`config.mk`:
```
export PLATFORM = sky130hd
export DESIGN_NAME = tkf_sqrt
export DESIGN_NICKNAME = d
export VERILOG_FILES = /design/src/design/tkf_pkg.sv /design/src/design/tkf_sqrt.sv
export SDC_FILE = /design/constraint.sdc
export NUM_CORES = 1
export LEC_CHECK = 0
export BUFFER_PORTS_ARGS = -buffer_cell sky130_fd_sc_hd__buf_4
export CORE_MARGIN = 5
export CORE_UTILIZATION = 55
export DETAILED_ROUTE_END_ITERATION = 12
export PLACE_DENSITY_LB_ADDON = 0.3
export SETUP_SLACK_MARGIN = 0.3
export SYNTH_ARGS = -nofsm -noshare
export SYNTH_HDL_FRONTEND = slang
export SYNTH_SLANG_ARGS = --single-unit
```
`constraint.sdc`:
```
create_clock -name aclk -period 4.9 [get_ports aclk]
set_input_delay 0.49 -clock aclk [delete_from_list [all_inputs] [get_ports aclk]]
set_output_delay 0.49 -clock aclk [all_outputs]
set_load 0.005 [all_outputs]
```
`src/design/tkf_pkg.sv`:
```
// Shared constants, codes and arithmetic helpers of the tilt Kalman filter.
`default_nettype none
package tkf_pkg;

    // Default structure of the block.
    localparam int NUM_FILTERS_DEF  = 4;
    localparam int CORDIC_STEPS_DEF = 16;

    // Register reset values.
    localparam logic [15:0] DT_RST   = 16'd3277;
    localparam logic [23:0] QA_RST   = 24'd16777;
    localparam logic [23:0] QB_RST   = 24'd50332;
    localparam logic [23:0] MEAS_RST = 24'd503316;

    // One in Q8.24.
    localparam logic signed [31:0] ONE_Q24 = 32'sd16777216;

    // Configuration register indexes.
    typedef enum logic [1:0] {
        REG_DT   = 2'd0,
        REG_QA   = 2'd1,
        REG_QB   = 2'd2,
        REG_MEAS = 2'd3
    } cfg_reg_t;

    // Saturate a wide signed value to signed 32 bits.
    function automatic logic signed [31:0] sat32(input logic signed [69:0] v);
        if (v > 70'sd2147483647) begin
            return 32'sh7FFF_FFFF;
        end else if (v < -70'sd2147483648) begin
            return 32'sh8000_0000;
        end else begin
            return v[31:0];
        end
    endfunction

    // Rescale a product by 2^16, rounding half up.
    function automatic logic signed [67:0] rnd16(input logic signed [67:0] p);
        logic signed [67:0] t;
        t = p + 68'sd32768;
        return t >>> 16;
    endfunction

    // Rescale a product by 2^24, rounding half up.
    function automatic logic signed [67:0] rnd24(input logic signed [67:0] p);
        logic signed [67:0] t;
        t = p + 68'sd8388608;
        return t >>> 24;
    endfunction

    // Arctangent of 2^-i in Q16.16 degrees.
    function automatic logic signed [31:0] atan_deg(input logic [4:0] idx);
        case (idx)
            5'd0:    return 32'sd2949120;
            5'd1:    return 32'sd1740967;
            5'd2:    return 32'sd919879;
            5'd3:    return 32'sd466945;
            5'd4:    return 32'sd234379;
            5'd5:    return 32'sd117304;
            5'd6:    return 32'sd58666;
            5'd7:    return 32'sd29335;
            5'd8:    return 32'sd14668;
            5'd9:    return 32'sd7334;
            5'd10:   return 32'sd3667;
            5'd11:   return 32'sd1833;
            5'd12:   return 32'sd917;
            5'd13:   return 32'sd458;
            5'd14:   return 32'sd229;
            5'd15:   return 32'sd115;
            5'd16:   return 32'sd57;
            5'd17:   return 32'sd29;
            5'd18:   return 32'sd14;
            5'd19:   return 32'sd7;
            5'd20:   return 32'sd4;
            5'd21:   return 32'sd2;
            5'd22:   return 32'sd1;
            default: return 32'sd0;
        endcase
    endfunction

endpackage
`default_nettype wire

```
`src/design/tkf_sqrt.sv`:
```
// Bit-serial integer floor square root of a 32-bit radicand, one result bit per cycle.
`default_nettype none
module tkf_sqrt import tkf_pkg::*; (
    input  wire logic        aclk,
    input  wire logic        aresetn,
    input  wire logic        start,
    input  wire logic [31:0] radicand,
    output logic             done,
    output logic [15:0]      root
);

    logic [31:0] rad_reg;
    logic [16:0] rem_reg;
    logic [15:0] root_reg;
    logic [3:0]  cnt_reg;
    logic        run_reg;
    logic        done_reg;

    logic [18:0] rem_sh;
    logic [18:0] trial;
    logic        fits;

    // Bring down two radicand bits and try the next root bit.
    assign rem_sh = {rem_reg, rad_reg[31:30]};
    assign trial  = {1'b0, root_reg, 2'b01};
    assign fits   = (rem_sh >= trial);

    // Iteration control.
    always_ff @(posedge aclk) begin
        if (!aresetn) begin
            run_reg  <= 1'b0;
            done_reg <= 1'b0;
            cnt_reg  <= '0;
        end else begin
            done_reg <= 1'b0;
            if (start) begin
                run_reg <= 1'b1;
                cnt_reg <= '0;
            end else if (run_reg) begin
                cnt_reg <= cnt_reg + 4'd1;
                if (cnt_reg == 4'd15) begin
                    run_reg  <= 1'b0;
                    done_reg <= 1'b1;
                end
            end
        end
    end

    // Partial remainder and root.
    always_ff @(posedge aclk) begin
        if (start) begin
            rad_reg  <= radicand;
            rem_reg  <= '0;
            root_reg <= '0;
        end else if (run_reg) begin
            rad_reg  <= {rad_reg[29:0], 2'b00};
            rem_reg  <= fits ? 17'(rem_sh - trial) : rem_sh[16:0];
            root_reg <= {root_reg[14:0], fits};
        end
    end

    assign done = done_reg;
    assign root = root_reg;

endmodule
`default_nettype wire

```
== Word-level counts from Yosys, hierarchy flattened ==
Cells that the tools add are included.
Storage, ports and cells
  register bits after elaboration: 71
  bits in latches: 0
  RAM bits: 0
  memory bits (read-only): 0
  input bits: 35
  output and inout port bits: 17
  word-level logic and storage cells: 22
  memories kept: 0
Cells by class
  add/subtract/negate cells: 2
  $mul: 0
  div/mod/pow operators: 0
  $lt $le $gt $ge: 1
  eq/ne operators: 1
  shift-type cells: 0
  multiplexer cells: 7
  bitwise gates (word level): 2
  reduce and logical (&&, ||, !) cells: 3
Operators by type and width (number)
  $mux 32: 2
  $ge 19x18->1: 1
  $mux 17: 1
  $sub 17x17->17: 1
  $add 4x1->4 const B: 1
  $eq 4x4->1 const B: 1
  $mux 1: 4
  $reduce_or 3->1: 1
  $not 1->1: 2
  $reduce_bool 2->1: 1
  $reduce_or 2->1: 1

== Longest topological paths before layout ==
  word-level depth: 4
  depth in mapped cells: 11
  depth with buffers taken out: 8

== Worst setup path after synthesis ==
Ideal clock, no wire load.
  path kind: reg-to-reg
  start: reg root_reg[14] (netlist: root[14])
  end: reg rem_reg[11]
  setup time: 0.103 ns
  data arrival time: 2.383 ns
  data required time: 4.797 ns
  slack: 2.413 ns
  cell stages (with the launch flop): 10
  buffers on the path: 1
  period minus slack after synthesis: 2.487 ns
  path through: dfxtp_1 -> inv_1 -> ha_1 -> a21o_1 -> a211o_1 -> a221o_1 -> or3_1 -> buf_6 -> and2_4 -> a2111oi_2
On the way
  longest elaborated chain between the ends: 2
RTL lines
  start, declared: RTL line tkf_sqrt.sv:14  | logic [15:0] root_reg;
  start signal, assigned: RTL line tkf_sqrt.sv:58  | root_reg <= {root_reg[14:0], fits};
  $ge 19x18->1: RTL line tkf_sqrt.sv:26  | assign fits = (rem_sh >= trial);
  $mux 17: RTL line tkf_sqrt.sv:57  | rem_reg <= fits ? 17'(rem_sh - trial) : rem_sh[16:0];
  end signal, assigned: RTL line tkf_sqrt.sv:57
  end, declared: RTL line tkf_sqrt.sv:13  | logic [16:0] rem_reg;
Every way passes these cells.
A chain may end at the register's enable or synchronous reset.

== Final worst setup path ==
  start: reg root_reg[1] (netlist: root[1])
  end: reg rem_reg[11]
On the way
  longest elaborated chain between the ends: 2
  elaborated cells between the ends (all ways): 3
  classes of those cells: 1 x add/sub; 1 x order compare; 1 x mux
RTL lines (RTL line)
  $sub 17x17->17 / $ge 19x18->1 (equally long branches): tkf_sqrt.sv:57, tkf_sqrt.sv:26
  $mux 17 *: tkf_sqrt.sv:57
Every way passes the cells marked *; elsewhere a longest branch is shown, timed or not.

==> reports/qor.csv <==
metric,value,unit
worst_pin_slew,0.7834,ns
numCtsBuffers,9,
period_share,59.79,%
die_h,93.69,um
power_switching_share,39.41,%
crit_path_start,root[1],
cp_num_buf_inv,1,
grtUsageTotal,19.99,%
dr_total_vias,2955,
crit_top_cell,and4_1,
drv_cap,0,
reg2regPathDepth,8,
p_comb_share,47.0,%
arrival,3.18,ns
outcome,finished clean,
min_period,2.930,ns
hp-class,in -> reg,
post_drt_wl_per_cell,15.70,um
critPathKind,reg -> reg,
drv_slew,0,
skew,0.01759,ns
first_iter_violations,182,
finalHoldViolations,0,
dp_hpwl,5.845,mm
cts.sinks,71,
dieArea,8778,um^2
endpoint,rem_reg[11],
totalWireLength,8.260,mm
cp_cell_sequence,"inv_1, ha_1, and4_1, and4_1, a221o_1, or3_1, and2_4, a2111oi_2",
ff2ff_setup_slack,1.97,ns
die_w,93.69,um
peakVddDrop,0.2369,mV
clk_pin_slew,0.08,ns
cts_buffer_depth,2,
cts_root_buf,clkbuf_8,
synth_fp_nets,433,
worstPathRequired,5.15,ns
place_congestion,0.8571,
path_delay_family,simple AND/OR/NAND/NOR gates,
power.density,490.0,nW/um^2
p_leak,1.803,nW
synth_flop_cell,dfxtp_1,
critPathLaunchType,register,
power.internal,1.326,mW
grt_max_degree,74,
dp.cells,510,
clkLatencyLatePin,0.35,ns
gr-total-overflow,0,
synth_area,3852,um^2
drt_first_pass_iters,4,
num_io_pins,52,
slew_headroom,47.77,%
drc,0,
async_reset_ff_share,0,%
core,6794,um^2
n_antenna_cell,0,
cp.depth,8,
fin_nets,479,
crit_path_end_kind,register,
cts_resized,0,
start_util,56.70,%
ys_seq_area_share,45.21,%
yosysWarningCount,0,
ctsHoldBuffers,0,
first_global_vias,2964,
multi_input_area,1947,um^2
fin_cells,526,
cts_max_level,3,
seqPwrFrac,34.4,%
cp_slowest_cell,or3_1,
reg2reg_from,root[1],
synth_cell_type_count,52,
switchingPower,0.8623,mW
largest_register_ffs,32,
rows,30,
crit_fanout,19,
area_growth,15.91,%
final_common_cell,buf_4,
ant_nets,0,
cpPeakStageDelay,0.67,ns
clkPwrFrac,18.7,%
layout_common_cells,"53 x buf_4, 43 x nor2_1, 38 x dfxtp_1",
port_buffers,51,
seqCellArea,1743,um^2
vias_per_cell,5.618,
fillers,563,
ys_seq_elements,71,
rsz0062_at_grt,false,
max_freq,341.3,MHz
syn_area_per_cell,10.16,um^2
syn_inst,379,
setup_viol,0,
synth_edf_count,32,
post_cts_buffers,0,
tns,0,ns
cts_tree,yes,
r2r-end,rem_reg[11],
grt_antenna_before_repair,0,
drive_gt1_share,25.58,%
grt_pass1_wl,13.94,mm
cells by family (layout without fill, tap and decap cells):
group	after synthesis	after routing	synth area share (%)
and+or+nand+nor	119	119	15.20
DFF	71	71	45.21
AOI/OAI and AO/OA	68	68	12.76
muxes	47	47	13.22
buffers and inverters	41	92	4.254
adders and majority gates	19	19	6.171
xor gates and xnor gates	14	14	3.183
cell type report:
type / instances / share of cell area [%]
Multi-Input combinational cell: 267 / 43.60
Sequential cell: 71 / 39.03
Timing Repair Buffer: 53 / 8.910
Clock buffer: 9 / 2.774
Tap cell: 96 / 2.690
Inverter: 23 / 1.933
Clock inverter: 7 / 1.065
synthesized netlist by cell type (3+ instances only):
master / number / area share (%)
mux2_2: 31 / 9.1
buf_1: 4 / 0.39
o21a_1: 3 / 0.58
a311oi_1: 7 / 1.6
nor2_1: 43 / 4.2
mux2i_1: 16 / 4.2
edfxtp_1: 32 / 25
nor3_1: 7 / 0.91
nand4_1: 5 / 0.81
nor3b_1: 3 / 0.58
o21ai_0: 9 / 1.2
nand2b_1: 7 / 1.1
a21oi_1: 16 / 2.1
nor2b_1: 3 / 0.49
a21o_1: 4 / 0.78
xor2_1: 5 / 1.1
o31ai_1: 3 / 0.58
nor4_1: 3 / 0.49
xnor2_1: 9 / 2.0
clkbuf_1: 11 / 1.1
inv_1: 23 / 2.2
nand2_1: 25 / 2.4
o221ai_1: 3 / 0.68
and2_1: 3 / 0.49
dfxtp_1: 39 / 20
nand3_1: 6 / 0.78
a211oi_1: 3 / 0.58
ha_1: 19 / 6.2
worst min-delay path by stage:
stage,slack (ns),endpoint,startpoint,depth (start not counted)
floorplan,0.44,done,cnt_reg[3],2
global placement,0.46,done,cnt_reg[3],2
detailed placement,0.46,done,cnt_reg[3],2
CTS,0.36,run_reg,aresetn,2
global route,0.36,run_reg,aresetn,2
finish,0.37,run_reg,aresetn,2
power by group through the flow:
| stage | logic (mW) | clock network, mW | registers, mW |
|---|---|---|---|
| 4_1_cts | 1.02 | 0.418 | 0.752 |
| 3_3_place_gp | 0.989 | 0 | 0.763 |
| 3_5_place_dp | 1.01 | 0 | 0.765 |
| 5_1_grt | 1.15 | 0.451 | 0.760 |
| 2_1_floorplan | 0.832 | 0 | 0.746 |
| 6_report | 1.03 | 0.408 | 0.752 |
routing by layer:
layer	vias up	track usage, %	share of wire, %
met1	1386	25.60	43
met3	15	4.647	6.6
li1	1468	-	-
met5	-	0	0
met4	0	8.303	2.1
met2	86	32.41	48
per-stage QoR:
stage	cell area [um^2]	setup WS, ns	total power [mW]	hold WS (ns)	util, %
after CTS	4466	1.993	2.187	0.3559	65.73
final	4466	1.970	2.188	0.3681	65.73
after floorplan	3852	2.413	1.578	0.4392	-
after global placement	4294	2.086	1.752	0.4603	63.20
after detailed placement	4294	2.012	1.776	0.4589	63.20
after global routing	4466	1.780	2.358	0.3606	65.73
Power figures use the tool's default switching activity.
