===== config.mk =====
export PLATFORM = sky130hd
export DESIGN_NAME = tkf_cordic
export DESIGN_NICKNAME = d
export VERILOG_FILES = /design/src/design/tkf_pkg.sv /design/src/design/tkf_cordic.sv
export SDC_FILE = /design/constraint.sdc
export NUM_CORES = 1
export LEC_CHECK = 0
export ABC_AREA = 1
export BUFFER_PORTS_ARGS = -buffer_cell sky130_fd_sc_hd__buf_2
export CAP_MARGIN = 15
export CORE_ASPECT_RATIO = 1.4
export CORE_MARGIN = 2
export CORE_UTILIZATION = 40
export DETAILED_ROUTE_END_ITERATION = 10
export PLACE_DENSITY = 0.6
export SLEW_MARGIN = 10
export SYNTH_ARGS = -nofsm -noshare
export SYNTH_HDL_FRONTEND = slang
export SYNTH_SLANG_ARGS = --single-unit

===== constraint.sdc =====
create_clock -name aclk -period 6.85 [get_ports aclk]
set_clock_uncertainty 0.1 [all_clocks]
set_input_delay 0.685 -clock aclk [delete_from_list [all_inputs] [get_ports aclk]]
set_output_delay 0.685 -clock aclk [all_outputs]
set_load 0.05 [all_outputs]

===== src/design/tkf_pkg.sv =====
// Shared constants, codes and arithmetic helpers of the tilt Kalman filter.
`default_nettype none
package tkf_pkg;

    // Default structure of the block.
    localparam int NUM_FILTERS_DEF  = 4;
    localparam int CORDIC_STEPS_DEF = 16;

    // Register reset values.
    localparam logic [15:0] DT_RST   = 16'd3277;
    localparam logic [23:0] QA_RST   = 24'd16777;
    localparam logic [23:0] QB_RST   = 24'd50332;
    localparam logic [23:0] MEAS_RST = 24'd503316;

    // One in Q8.24.
    localparam logic signed [31:0] ONE_Q24 = 32'sd16777216;

    // Configuration register indexes.
    typedef enum logic [1:0] {
        REG_DT   = 2'd0,
        REG_QA   = 2'd1,
        REG_QB   = 2'd2,
        REG_MEAS = 2'd3
    } cfg_reg_t;

    // Saturate a wide signed value to signed 32 bits.
    function automatic logic signed [31:0] sat32(input logic signed [69:0] v);
        if (v > 70'sd2147483647) begin
            return 32'sh7FFF_FFFF;
        end else if (v < -70'sd2147483648) begin
            return 32'sh8000_0000;
        end else begin
            return v[31:0];
        end
    endfunction

    // Rescale a product by 2^16, rounding half up.
    function automatic logic signed [67:0] rnd16(input logic signed [67:0] p);
        logic signed [67:0] t;
        t = p + 68'sd32768;
        return t >>> 16;
    endfunction

    // Rescale a product by 2^24, rounding half up.
    function automatic logic signed [67:0] rnd24(input logic signed [67:0] p);
        logic signed [67:0] t;
        t = p + 68'sd8388608;
        return t >>> 24;
    endfunction

    // Arctangent of 2^-i in Q16.16 degrees.
    function automatic logic signed [31:0] atan_deg(input logic [4:0] idx);
        case (idx)
            5'd0:    return 32'sd2949120;
            5'd1:    return 32'sd1740967;
            5'd2:    return 32'sd919879;
            5'd3:    return 32'sd466945;
            5'd4:    return 32'sd234379;
            5'd5:    return 32'sd117304;
            5'd6:    return 32'sd58666;
            5'd7:    return 32'sd29335;
            5'd8:    return 32'sd14668;
            5'd9:    return 32'sd7334;
            5'd10:   return 32'sd3667;
            5'd11:   return 32'sd1833;
            5'd12:   return 32'sd917;
            5'd13:   return 32'sd458;
            5'd14:   return 32'sd229;
            5'd15:   return 32'sd115;
            5'd16:   return 32'sd57;
            5'd17:   return 32'sd29;
            5'd18:   return 32'sd14;
            5'd19:   return 32'sd7;
            5'd20:   return 32'sd4;
            5'd21:   return 32'sd2;
            5'd22:   return 32'sd1;
            default: return 32'sd0;
        endcase
    endfunction

endpackage
`default_nettype wire


===== src/design/tkf_cordic.sv =====
// Vectoring CORDIC that turns (x, y) into an angle in Q16.16 degrees, one step per cycle.
`default_nettype none
module tkf_cordic import tkf_pkg::*; #(
    parameter int CORDIC_STEPS = CORDIC_STEPS_DEF
) (
    input  wire logic               aclk,
    input  wire logic               aresetn,
    input  wire logic               start,
    input  wire logic [15:0]        x_in,
    input  wire logic signed [15:0] y_in,
    output logic                    done,
    output logic signed [31:0]      angle
);

    logic signed [35:0] x_reg, y_reg;
    logic signed [31:0] z_reg;
    logic [4:0]         i_reg;
    logic               run_reg;
    logic               done_reg;

    logic signed [35:0] dx, dy;

    // Shifted cross terms of the current step.
    assign dx = y_reg >>> i_reg;
    assign dy = x_reg >>> i_reg;

    // Step counter.
    always_ff @(posedge aclk) begin
        if (!aresetn) begin
            run_reg  <= 1'b0;
            done_reg <= 1'b0;
            i_reg    <= '0;
        end else begin
            done_reg <= 1'b0;
            if (start) begin
                run_reg <= 1'b1;
                i_reg   <= '0;
            end else if (run_reg) begin
                i_reg <= i_reg + 5'd1;
                if (i_reg == 5'(CORDIC_STEPS - 1)) begin
                    run_reg  <= 1'b0;
                    done_reg <= 1'b1;
                end
            end
        end
    end

    // Rotate toward the x axis and accumulate the angle.
    always_ff @(posedge aclk) begin
        if (start) begin
            x_reg <= $signed({4'b0000, x_in, 16'h0000});
            y_reg <= $signed({{4{y_in[15]}}, y_in, 16'h0000});
            z_reg <= '0;
        end else if (run_reg) begin
            if (!y_reg[35]) begin
                x_reg <= x_reg + dx;
                y_reg <= y_reg - dy;
                z_reg <= z_reg + atan_deg(i_reg);
            end else begin
                x_reg <= x_reg - dx;
                y_reg <= y_reg + dy;
                z_reg <= z_reg - atan_deg(i_reg);
            end
        end
    end

    assign done  = done_reg;
    assign angle = z_reg;

endmodule
`default_nettype wire


# --- Word-level counts from Yosys, hierarchy flattened ---
# Memories as Yosys holds them, arrays and structs flattened. A register that Yosys moved wholly into a read port is not among the register bits.
# Index checks and enable logic that the tools add are counted.
word_totals:
  ff_bits: 111
  latchBits: 0
  mem_bits_rw: 0
  romBits: 1408
  in_bits: 35
  out_inout_bits: 33
  word_cells: 46
  memories: 2
memory_table:
  columns: ["memory", "words", "word_bits", "rd", "rd_ports_with_merged_regs", "write_ports", "line_no", "rtl"]
  rows:
  - ["(name not given)", 32, 22, 1, 1, 0, "tkf_pkg.sv:53", "case (idx)"]
  - ["(name not given)", 32, 22, 1, 1, 0, "tkf_pkg.sv:53", null]
op_classes:
  n_addsub: 7
  multipliers: 0
  n_div: 0
  magnitude_cmp: 0
  eq_ne: 1
  n_shift: 2
  mux: 21
  bitwise_logic: 2
  reduce_logical: 3
op_table:
  columns: ["cell", "count"]
  rows:
  - ["32-bit two-way mux", 9]
  - ["36-bit two-way mux", 4]
  - ["36-bit adder", 2]
  - ["36-bit by 5-bit >>> shifter with 36-bit output", 2]
  - ["36-bit subtractor", 2]
  - ["32-bit adder", 1]
  - ["32-bit subtractor", 1]
  - ["5-bit two-way mux", 4]
  - ["5-bit by 1-bit adder with 5-bit output (second input constant)", 1]
  - ["5-bit by 4-bit equality test with 1-bit output (second input constant)", 1]
  - ["1-bit two-way mux", 4]
  - ["3-bit OR reduction", 1]
  - ["1-bit inverter", 2]
  - ["2-bit nonzero test", 1]
  - ["2-bit OR reduction", 1]

# --- Logic depth before layout (Yosys ltp) ---
# Gate-level depths: netlist of the first run.
depth:
  depth_word: 5
  ltp_mapped: 37
  depth_no_buf: 35

# --- Worst setup path after synthesis of the first run ---
# Ideal clock, no wire load.
synth_path:
  path_type: "reg-to-reg"
  start: "register i_reg[0]"
  end: "register y_reg[35], data pin"
  setup_time_ns: 0.255
  arrival_time_ns: 3.759
  required_ns: 6.495
  setup_slack_ns: 2.736
  path_stages_with_launch: 30
  n_path_buf: 2
  period_less_slack_ns: 4.114
  cell_sequence: "dfxtp_1 > buf_6 > buf_8 > nand2_2 > nand3_1 > nand3_1 > nand2_1 > o211ai_1 > nand2_1 > inv_1 > ha_1 > nand2_2 > nor2_4 > nand3_4 > nor2_8 > nand3_1 > nand2_1 > xor2_1 > inv_1 > ha_1 > nand2_1 > nor2_1 > inv_1 > nor4_1 > o21ai_0 > nand3_1 > a21oi_1 > nand3b_1 > nand3_1 > nand2_1"
synth_via:
  elab_chain_cells: 5
  elab_cells_between_ends: 6
  classes_between: "add/sub (2); shift (1); mux (3)"
synth_rtl:
  columns: ["element", "line_no", "rtl"]
  rows:
  - ["from (decl)", "tkf_cordic.sv:17", "logic [4:0] i_reg;"]
  - ["from (signal assigned)", "tkf_cordic.sv:39", "i_reg <= i_reg + 5'd1;"]
  - ["36-bit by 5-bit >>> shifter with 36-bit output (*)", "tkf_cordic.sv:25", "assign dy = x_reg >>> i_reg;"]
  - ["36-bit subtractor or 36-bit adder (tied branches)", "tkf_cordic.sv:57, tkf_cordic.sv:61", null]
  - ["36-bit two-way mux (*)", "tkf_cordic.sv:55", "if (!y_reg[35]) begin"]
  - ["36-bit two-way mux (*)", "tkf_cordic.sv:54", "end else if (run_reg) begin"]
  - ["36-bit two-way mux (*)", "tkf_cordic.sv:50", "if (start) begin"]
  - ["to (signal assigned)", "tkf_cordic.sv:52", "y_reg <= $signed({{4{y_in[15]}}, y_in, 16'h0000});"]
  - ["to (signal assigned)", "tkf_cordic.sv:57", "y_reg <= y_reg - dy;"]
  - ["to (signal assigned)", "tkf_cordic.sv:61", "y_reg <= y_reg + dy;"]
  - ["to (decl)", "tkf_cordic.sv:15", "logic signed [35:0] x_reg, y_reg;"]
# Every way passes the cells marked *; elsewhere a longest branch is shown, timed or not. The select of a mux whose other input is x is not followed.
# A chain may end at the register's enable or synchronous reset.

# --- Worst setup path after layout of the first run ---
layout_path:
  start: "register i_reg[0]"
  end: "register x_reg[22], data pin"
layout_via:
  elab_chain_cells: 5
  elab_cells_between_ends: 6
  classes_between: "add/sub (2); shift (1); mux (3)"
layout_rtl:
  columns: ["element", "line_no", "rtl"]
  rows:
  - ["36-bit by 5-bit >>> shifter with 36-bit output (*)", "tkf_cordic.sv:24", "assign dx = y_reg >>> i_reg;"]
  - ["36-bit adder or 36-bit subtractor (tied branches)", "tkf_cordic.sv:56, tkf_cordic.sv:60", null]
  - ["36-bit two-way mux (*)", "tkf_cordic.sv:55", null]
  - ["32-bit two-way mux (*)", "tkf_cordic.sv:54", null]
  - ["32-bit two-way mux (*)", "tkf_cordic.sv:50", null]
  - ["to (signal assigned)", "tkf_cordic.sv:51", "x_reg <= $signed({4'b0000, x_in, 16'h0000});"]
  - ["to (signal assigned)", "tkf_cordic.sv:56", "x_reg <= x_reg + dx;"]
  - ["to (signal assigned)", "tkf_cordic.sv:60", "x_reg <= x_reg - dx;"]
  - ["to (decl)", "tkf_cordic.sv:15", null]
# Marks and branches as above.

==> results of run 1 <==
## layout by cell type (no fill, tap or decap), drive strengths merged, types with 2 or more instances in the layout
cell,n
nor4,6
clkinv,4
o22ai,4
nand3,420
a31oi,30
a21o,12
nor3,33
nor2,232
xor2,55
o31ai,7
a22o,4
or2,8
o21a,7
clkinvlp,2
xnor2,62
o21ai,209
dfxtp,97
a311oi,2
a211oi,3
o211ai,11
nand4,15
fa,3
o21bai,6
buf,84
a21oi,166
a21boi,6
o221ai,8
ha,114
inv,266
edfxtp,36
nand3b,7
clkbuf,18
nand2,949
a221oi,4
a32o,2
## cell usage after synthesis, drive strengths merged
cell type	number	area [sq um]
buf	75	452.9
fa	3	60.06
a21boi	6	45.05
o31ai	7	52.55
a221oi	4	35.03
xor2	55	481.7
inv	258	970.9
o221ai	8	70.07
o21a	7	52.55
xnor2	62	543.0
a21oi	166	834.6
nand4	15	93.84
clkinv	1	3.750
nor2	232	967.2
nor3	33	170.2
or2	8	50.05
dfxtp	97	1942
o22ai	4	25.02
a22o	4	35.03
nor3b	1	7.510
nor4b	1	8.760
clkbuf	35	131.4
edfxtp	36	1081
a31oi	30	187.7
a211oi	3	22.52
a311oi	2	17.52
nand3b	7	52.55
o21bai	6	45.04
nand3	420	2182
o211ai	11	87.58
nand2	949	3672
a32o	2	20.02
nor4	6	37.54
o21ai	209	1125
ha	114	1426
a21o	12	90.09
## cell type report
type	count	area (sq um)	area share (%)
timing repair buffer	84	462.9	2.535
multi-input combinational	2387	12510	68.52
clock buffer	18	439.2	2.405
tap	546	683.2	3.741
inverter	259	974.7	5.337
sequential	133	3028	16.58
clock inverter	14	161.4	0.8838
## cell families (layout without fill, tap and decap cells)
kind of cell / Yosys count / after routing
AOI/OAI and AO/OA: 481 / 481
xor gates and xnor gates: 117 / 117
adders and majority gates: 117 / 117
buffers and inverters: 369 / 375
DFF: 133 / 133
and+or+nand+nor: 1672 / 1672
## final timing paths
path	from	cells after the start	to
hold reg to reg	angle[30]	2	angle[30]
hold / removal	aresetn	3	run_reg
setup / recovery	i_reg[0]	29	x_reg[22]
setup reg to reg	i_reg[0]	29	x_reg[22]
## power groups by stage
stage	logic (mW)	clock network, mW	registers, mW
finish	4.78	0.982	1.25
global route	5.35	1.02	1.26
CTS	4.76	0.997	1.23
detailed placement	4.72	0	1.25
global placement	4.68	0	1.25
floorplan	3.45	0	1.28
## routing by layer
metal / share of wire (%) / global-route usage [%] / vias to the layer above
met2: 49 / 48.44 / 577
met3: 4.7 / 3.425 / 169
met4: 5.7 / 15.93 / 0
met5: 0 / 0 / -
met1: 41 / 33.37 / 8824
li1: - / - / 9603
## worst max-delay path, delay by kind of cell (launching register included)
kind            cells  cell delay, ns
flops               1            0.32
compound gates      5            1.26
xor+xnor            1            0.45
buf+inv             6            1.29
simple gates       15            1.57
fa+ha+maj           2            0.49
## through the flow
step | utilization (%) | cell area, sq um
final | 43.27 | 18260
after global routing | 43.27 | 18260
after CTS | 43.27 | 18260
after detailed placement | 41.85 | 17660
after global placement | 41.85 | 17660
after floorplan | - | 17080
==> out/metrics.yaml, run 1 <==
logic_synthesis:
  syn_area_sq_um: 17080
  yosys.area_share.xor_xnor_pct: 6.000
  synthCells: 2889
  avgSynthCellArea_sq_um: 5.912
  synth_mux_area_share_pct: 0
  synth-compound-area-share_pct: 16.07
  syn_nets: 3041
  synthAdderAreaFrac_pct: 8.703
  ys_seq_area_share_pct: 17.70
  synthSimpleGateAreaFrac_pct: 42.40
  synth_warnings: 0
  synth_top_family_by_area: "simple AND/OR/NAND/NOR gates"
  yosysUniqueCellTypes: 57
  synth-seq-cells: 133
detailed_routing:
  first_iter_violations: 1302
  route.vias.total: 19170
  finalWirelength_um: 62590
  vias_per_cell: 5.572
  first_pass_iters: 6
  post_drt_wl_per_cell_um: 18.19
  ant_nets: 0
  drc: 0
clock_tree:
  clkSinkCount: 133
  cts_buffer_depth: 2
  post_cts_resized: 0
  hold_buffers: 0
  cts_setup_buffers: 0
  cts_htree_levels: 4
  cts_root_buf: "clkbuf_16"
  cts_buffers: 17
  clk_pin_slew_worst_paths_ns: 0.08
  cts_tree: "yes"
  clk_latency_ns: 0.48
placed_design:
  io_buffers: 67
  gp_congestion: 0.9758
  dpl.hpwl_um: 49060
  dp.cells: 3409
  dp_slack_ns: 1.122
finish:
  fin_nets: 3034
  final_cells: 3441
  antenna-diode-count: 0
  syn2layout_area_growth_pct: 6.922
  fillCellCount: 4628
  drive_above_1_share_pct: 8.117
sta:
  finalCritPeriodShare_pct: 84.14
  maxSlewViolCount: 0
  tns_ns: 0
  timing.fmax_mhz: 173.5
  finalWorstSetupSlack_ns: 1.087
  finalSetupViolCount: 0
  whs_ns: 0.3804
  period_minus_slack_ns: 5.763
  rsz0062_at_grt: "no"
  tightest_slew_ns: 1.028
  slew_headroom_pct: 31.39
  hold_viol: 0
floorplan:
  fp-row-count: 89
  fp.dieH_um: 248.5
  start_util_pct: 40.47
  core_area_sq_um: 42200
  die_x_um: 178.6
  pin_count: 68
  die_area_sq_um: 44390
global_routing:
  overflow: 0
  grt_pass1_wl_um: 98360
  grt_max_degree: 75
  grt_usage_pct: 28.16
  grt_pass1_vias: 18530
  antenna_found_initial: 0
pwr:
  p_leak_nw: 9.135
  clock_power_share_pct: 14.0
  p_comb_share_pct: 68.2
  peakVddDrop_v: 0.0002166
  powerDensity_nw_per_um2: 383.9
  internal-power_mw: 3.099
  power.switching_mw: 3.912
  p_sw_share_pct: 55.80
  p_seq_share_pct: 17.8
  p_total_mw: 7.011
flow_run:
  max_cap_viol_count: 0
critical_path:
  r2r_slack_ns: 1.09
  worstPathRequired_ns: 6.96
  endpoint_kind: "register"
  critPathLaunchType: "register"
  slowest_stage: "o21ai_0"
  criticalPathCategory: "register to register"
  slowest_delay_ns: 0.59
  critical_path.most_common_cell: "nand2_1"
  arrival_ns: 5.88
  cp_max_fo: 46
status:
  status: "finished, final reports clean"
worst_hold_path:
  hp-class: "input pin to register"
Power figures use the tool's default switching activity.
==> inputs of run 2 (changes only) <==
==> constraint.sdc (replaced) <==
create_clock -name aclk -period 5.8 [get_ports aclk]
set_clock_uncertainty 0.1 [all_clocks]
set_input_delay 0.58 -clock aclk [delete_from_list [all_inputs] [get_ports aclk]]
set_output_delay 0.58 -clock aclk [all_outputs]
set_load 0.05 [all_outputs]
==> run 2 against run 1 <==
  * Die area is the same
  * Combinational power increased by 23%
  * Fmax increased by 8.0%
  * Sequential share of layout area shrank 0.23 points
  * Wire length increased by 6.9%
  * Hold slack lost 0.097 ns
  * Via count increased by 1.1%
  * Largest cell class unchanged
==> out/metrics.yaml, run 2 (same netlist as run 1, synthesis figures left out) <==
clock_tree:
  cts_buffer_depth: 2
  clk_pin_slew_worst_paths_ns: 0.07
  cts_htree_levels: 4
  cts_setup_buffers: 0
  cts_root_buf: "clkbuf_16"
  cts_tree: "yes"
  clkSinkCount: 133
  cts_buffers: 17
  clk_latency_ns: 0.47
floorplan:
  fp.dieH_um: 248.5
  die_area_sq_um: 44390
  core_area_sq_um: 42200
  pin_count: 68
  fp-row-count: 89
  die_x_um: 178.6
  start_util_pct: 40.47
sta:
  finalSetupViolCount: 0
  rsz0062_at_grt: "no"
  hold_viol: 0
  tightest_slew_ns: 1.037
  period_minus_slack_ns: 5.338
  slew_headroom_pct: 30.15
  tns_ns: 0
  timing.fmax_mhz: 187.3
  finalCritPeriodShare_pct: 92.04
  maxSlewViolCount: 0
detailed_routing:
  first_pass_iters: 6
  ant_nets: 0
  post_drt_wl_per_cell_um: 19.30
  finalWirelength_um: 66920
  route.vias.total: 19390
  drc: 0
  vias_per_cell: 5.592
  first_iter_violations: 1442
critical_path:
  criticalPathCategory: "register to register"
  worstPathRequired_ns: 5.92
  arrival_ns: 5.46
  endpoint_kind: "register"
  critPathLaunchType: "register"
  cp_max_fo: 37
finish:
  syn2layout_area_growth_pct: 8.446
  drive_above_1_share_pct: 9.001
  stdcell_area_sq_um: 18520
  final_cell_mix: "nand2_1 (911), nand3_1 (407), inv_1 (242)"
  antenna-diode-count: 0
  fin_nets: 3061
  final_common_cell: "nand2_1"
pwr:
  p_leak_nw: 9.301
  powerDensity_nw_per_um2: 458.7
  peakVddDrop_v: 0.0002720
placed_design:
  dpl-instance-area_sq_um: 17880
  io_buffers: 67
  gp_congestion: 1.026
  dpl.hpwl_um: 53590
global_routing:
  overflow: 0
  grt_usage_pct: 30.12
  grt_max_degree: 67
  grt_pass1_vias: 18900
  antenna_found_initial: 0
  grt_pass1_wl_um: 103800
status:
  status: "finished, final reports clean"
worst_hold_path:
  hp-class: "input pin to register"
flow_run:
  max_cap_viol_count: 0
[run 2: cell count changes in the layout (fill, tap and decap cells not counted), sizes merged]
cell      delta
clkbuf       -1
clkinv       +2
buf         +27
clkinvlp     -2
bufinv       +1
[run 2: where the power goes]
part           switching (mW)  internal, mW  total [mW]  leakage [nW]
logic                    3.92          1.96        5.88          7.82
clock network           0.528         0.654        1.18         0.305
registers               0.273          1.16        1.43          1.17
[run 2: final timing paths]
path                                 from        end  slack (ns)  cells after the start
worst max-delay path             i_reg[1]  y_reg[35]        0.46                     27
worst min register to register  angle[11]  angle[11]        0.39                      2
worst max register to register   i_reg[1]  y_reg[35]        0.46                     27
worst min-delay path             y_in[11]  y_reg[27]        0.28                      3
[run 2: final cells by class]
class	instances	area [sq um]
multi-input combinational	2387	12530
sequential	133	3028
clock inverter	15	188.9
clock buffer	17	425.4
fill	4691	23680
timing repair buffer	111	689.4
inverter	259	979.7
tap	546	683.2
[run 2: metrics by stage]
stage                     util, %  setup slack [ns]  instances  hold WS (ns)  power (mW)
final                       43.89            0.4616       3468        0.2831       8.496
after global placement      42.36           0.03357       3436        0.3757       7.209
after detailed placement    42.36           0.03765       3436        0.3874       7.217
after floorplan                 -             1.686       2889        0.3619       5.588
after CTS                   43.83            0.2420       3468        0.2656       8.444
after global routing        43.89           0.03809       3468        0.2798       9.245
[run 2: critical path, stage by stage, from the launching register on]
cell      delay, ns
dfxtp_2        0.38
buf_6          0.31
buf_6          0.32
nand3_1        0.15
nand3_1        0.11
nand2_1        0.10
o211ai_1       0.18
nand2_1        0.18
inv_1          0.10
ha_1           0.19
nand2_2        0.08
nor2_4         0.15
nand2_1        0.11
nor2_1         0.25
nor2_1         0.09
xor2_1         0.17
inv_1          0.09
ha_1           0.39
nand2_1        0.12
nor2_1         0.28
nand2_1        0.20
nor4b_4        0.37
nand3_1        0.11
nand3_1        0.15
a21oi_1        0.10
nand3b_1       0.16
nand3_1        0.07
nand2_1        0.05
[run 2: repair_timing]
action / CTS / global route
pin swaps: 0 / 0
resized for setup: 1 / 7
hold buffers: 0 / 0
endpoints found under the setup margin: 1 / 5
hold endpoints to repair: 0 / 0
[run 2: layer usage]
metal	track usage [%]	vias to the layer above	wire, um
met5	0	-	0
met4	19.40	0	4786
met3	3.777	163	2695
met2	51.75	528	32640
met1	34.73	9031	26790
li1	-	9671	-
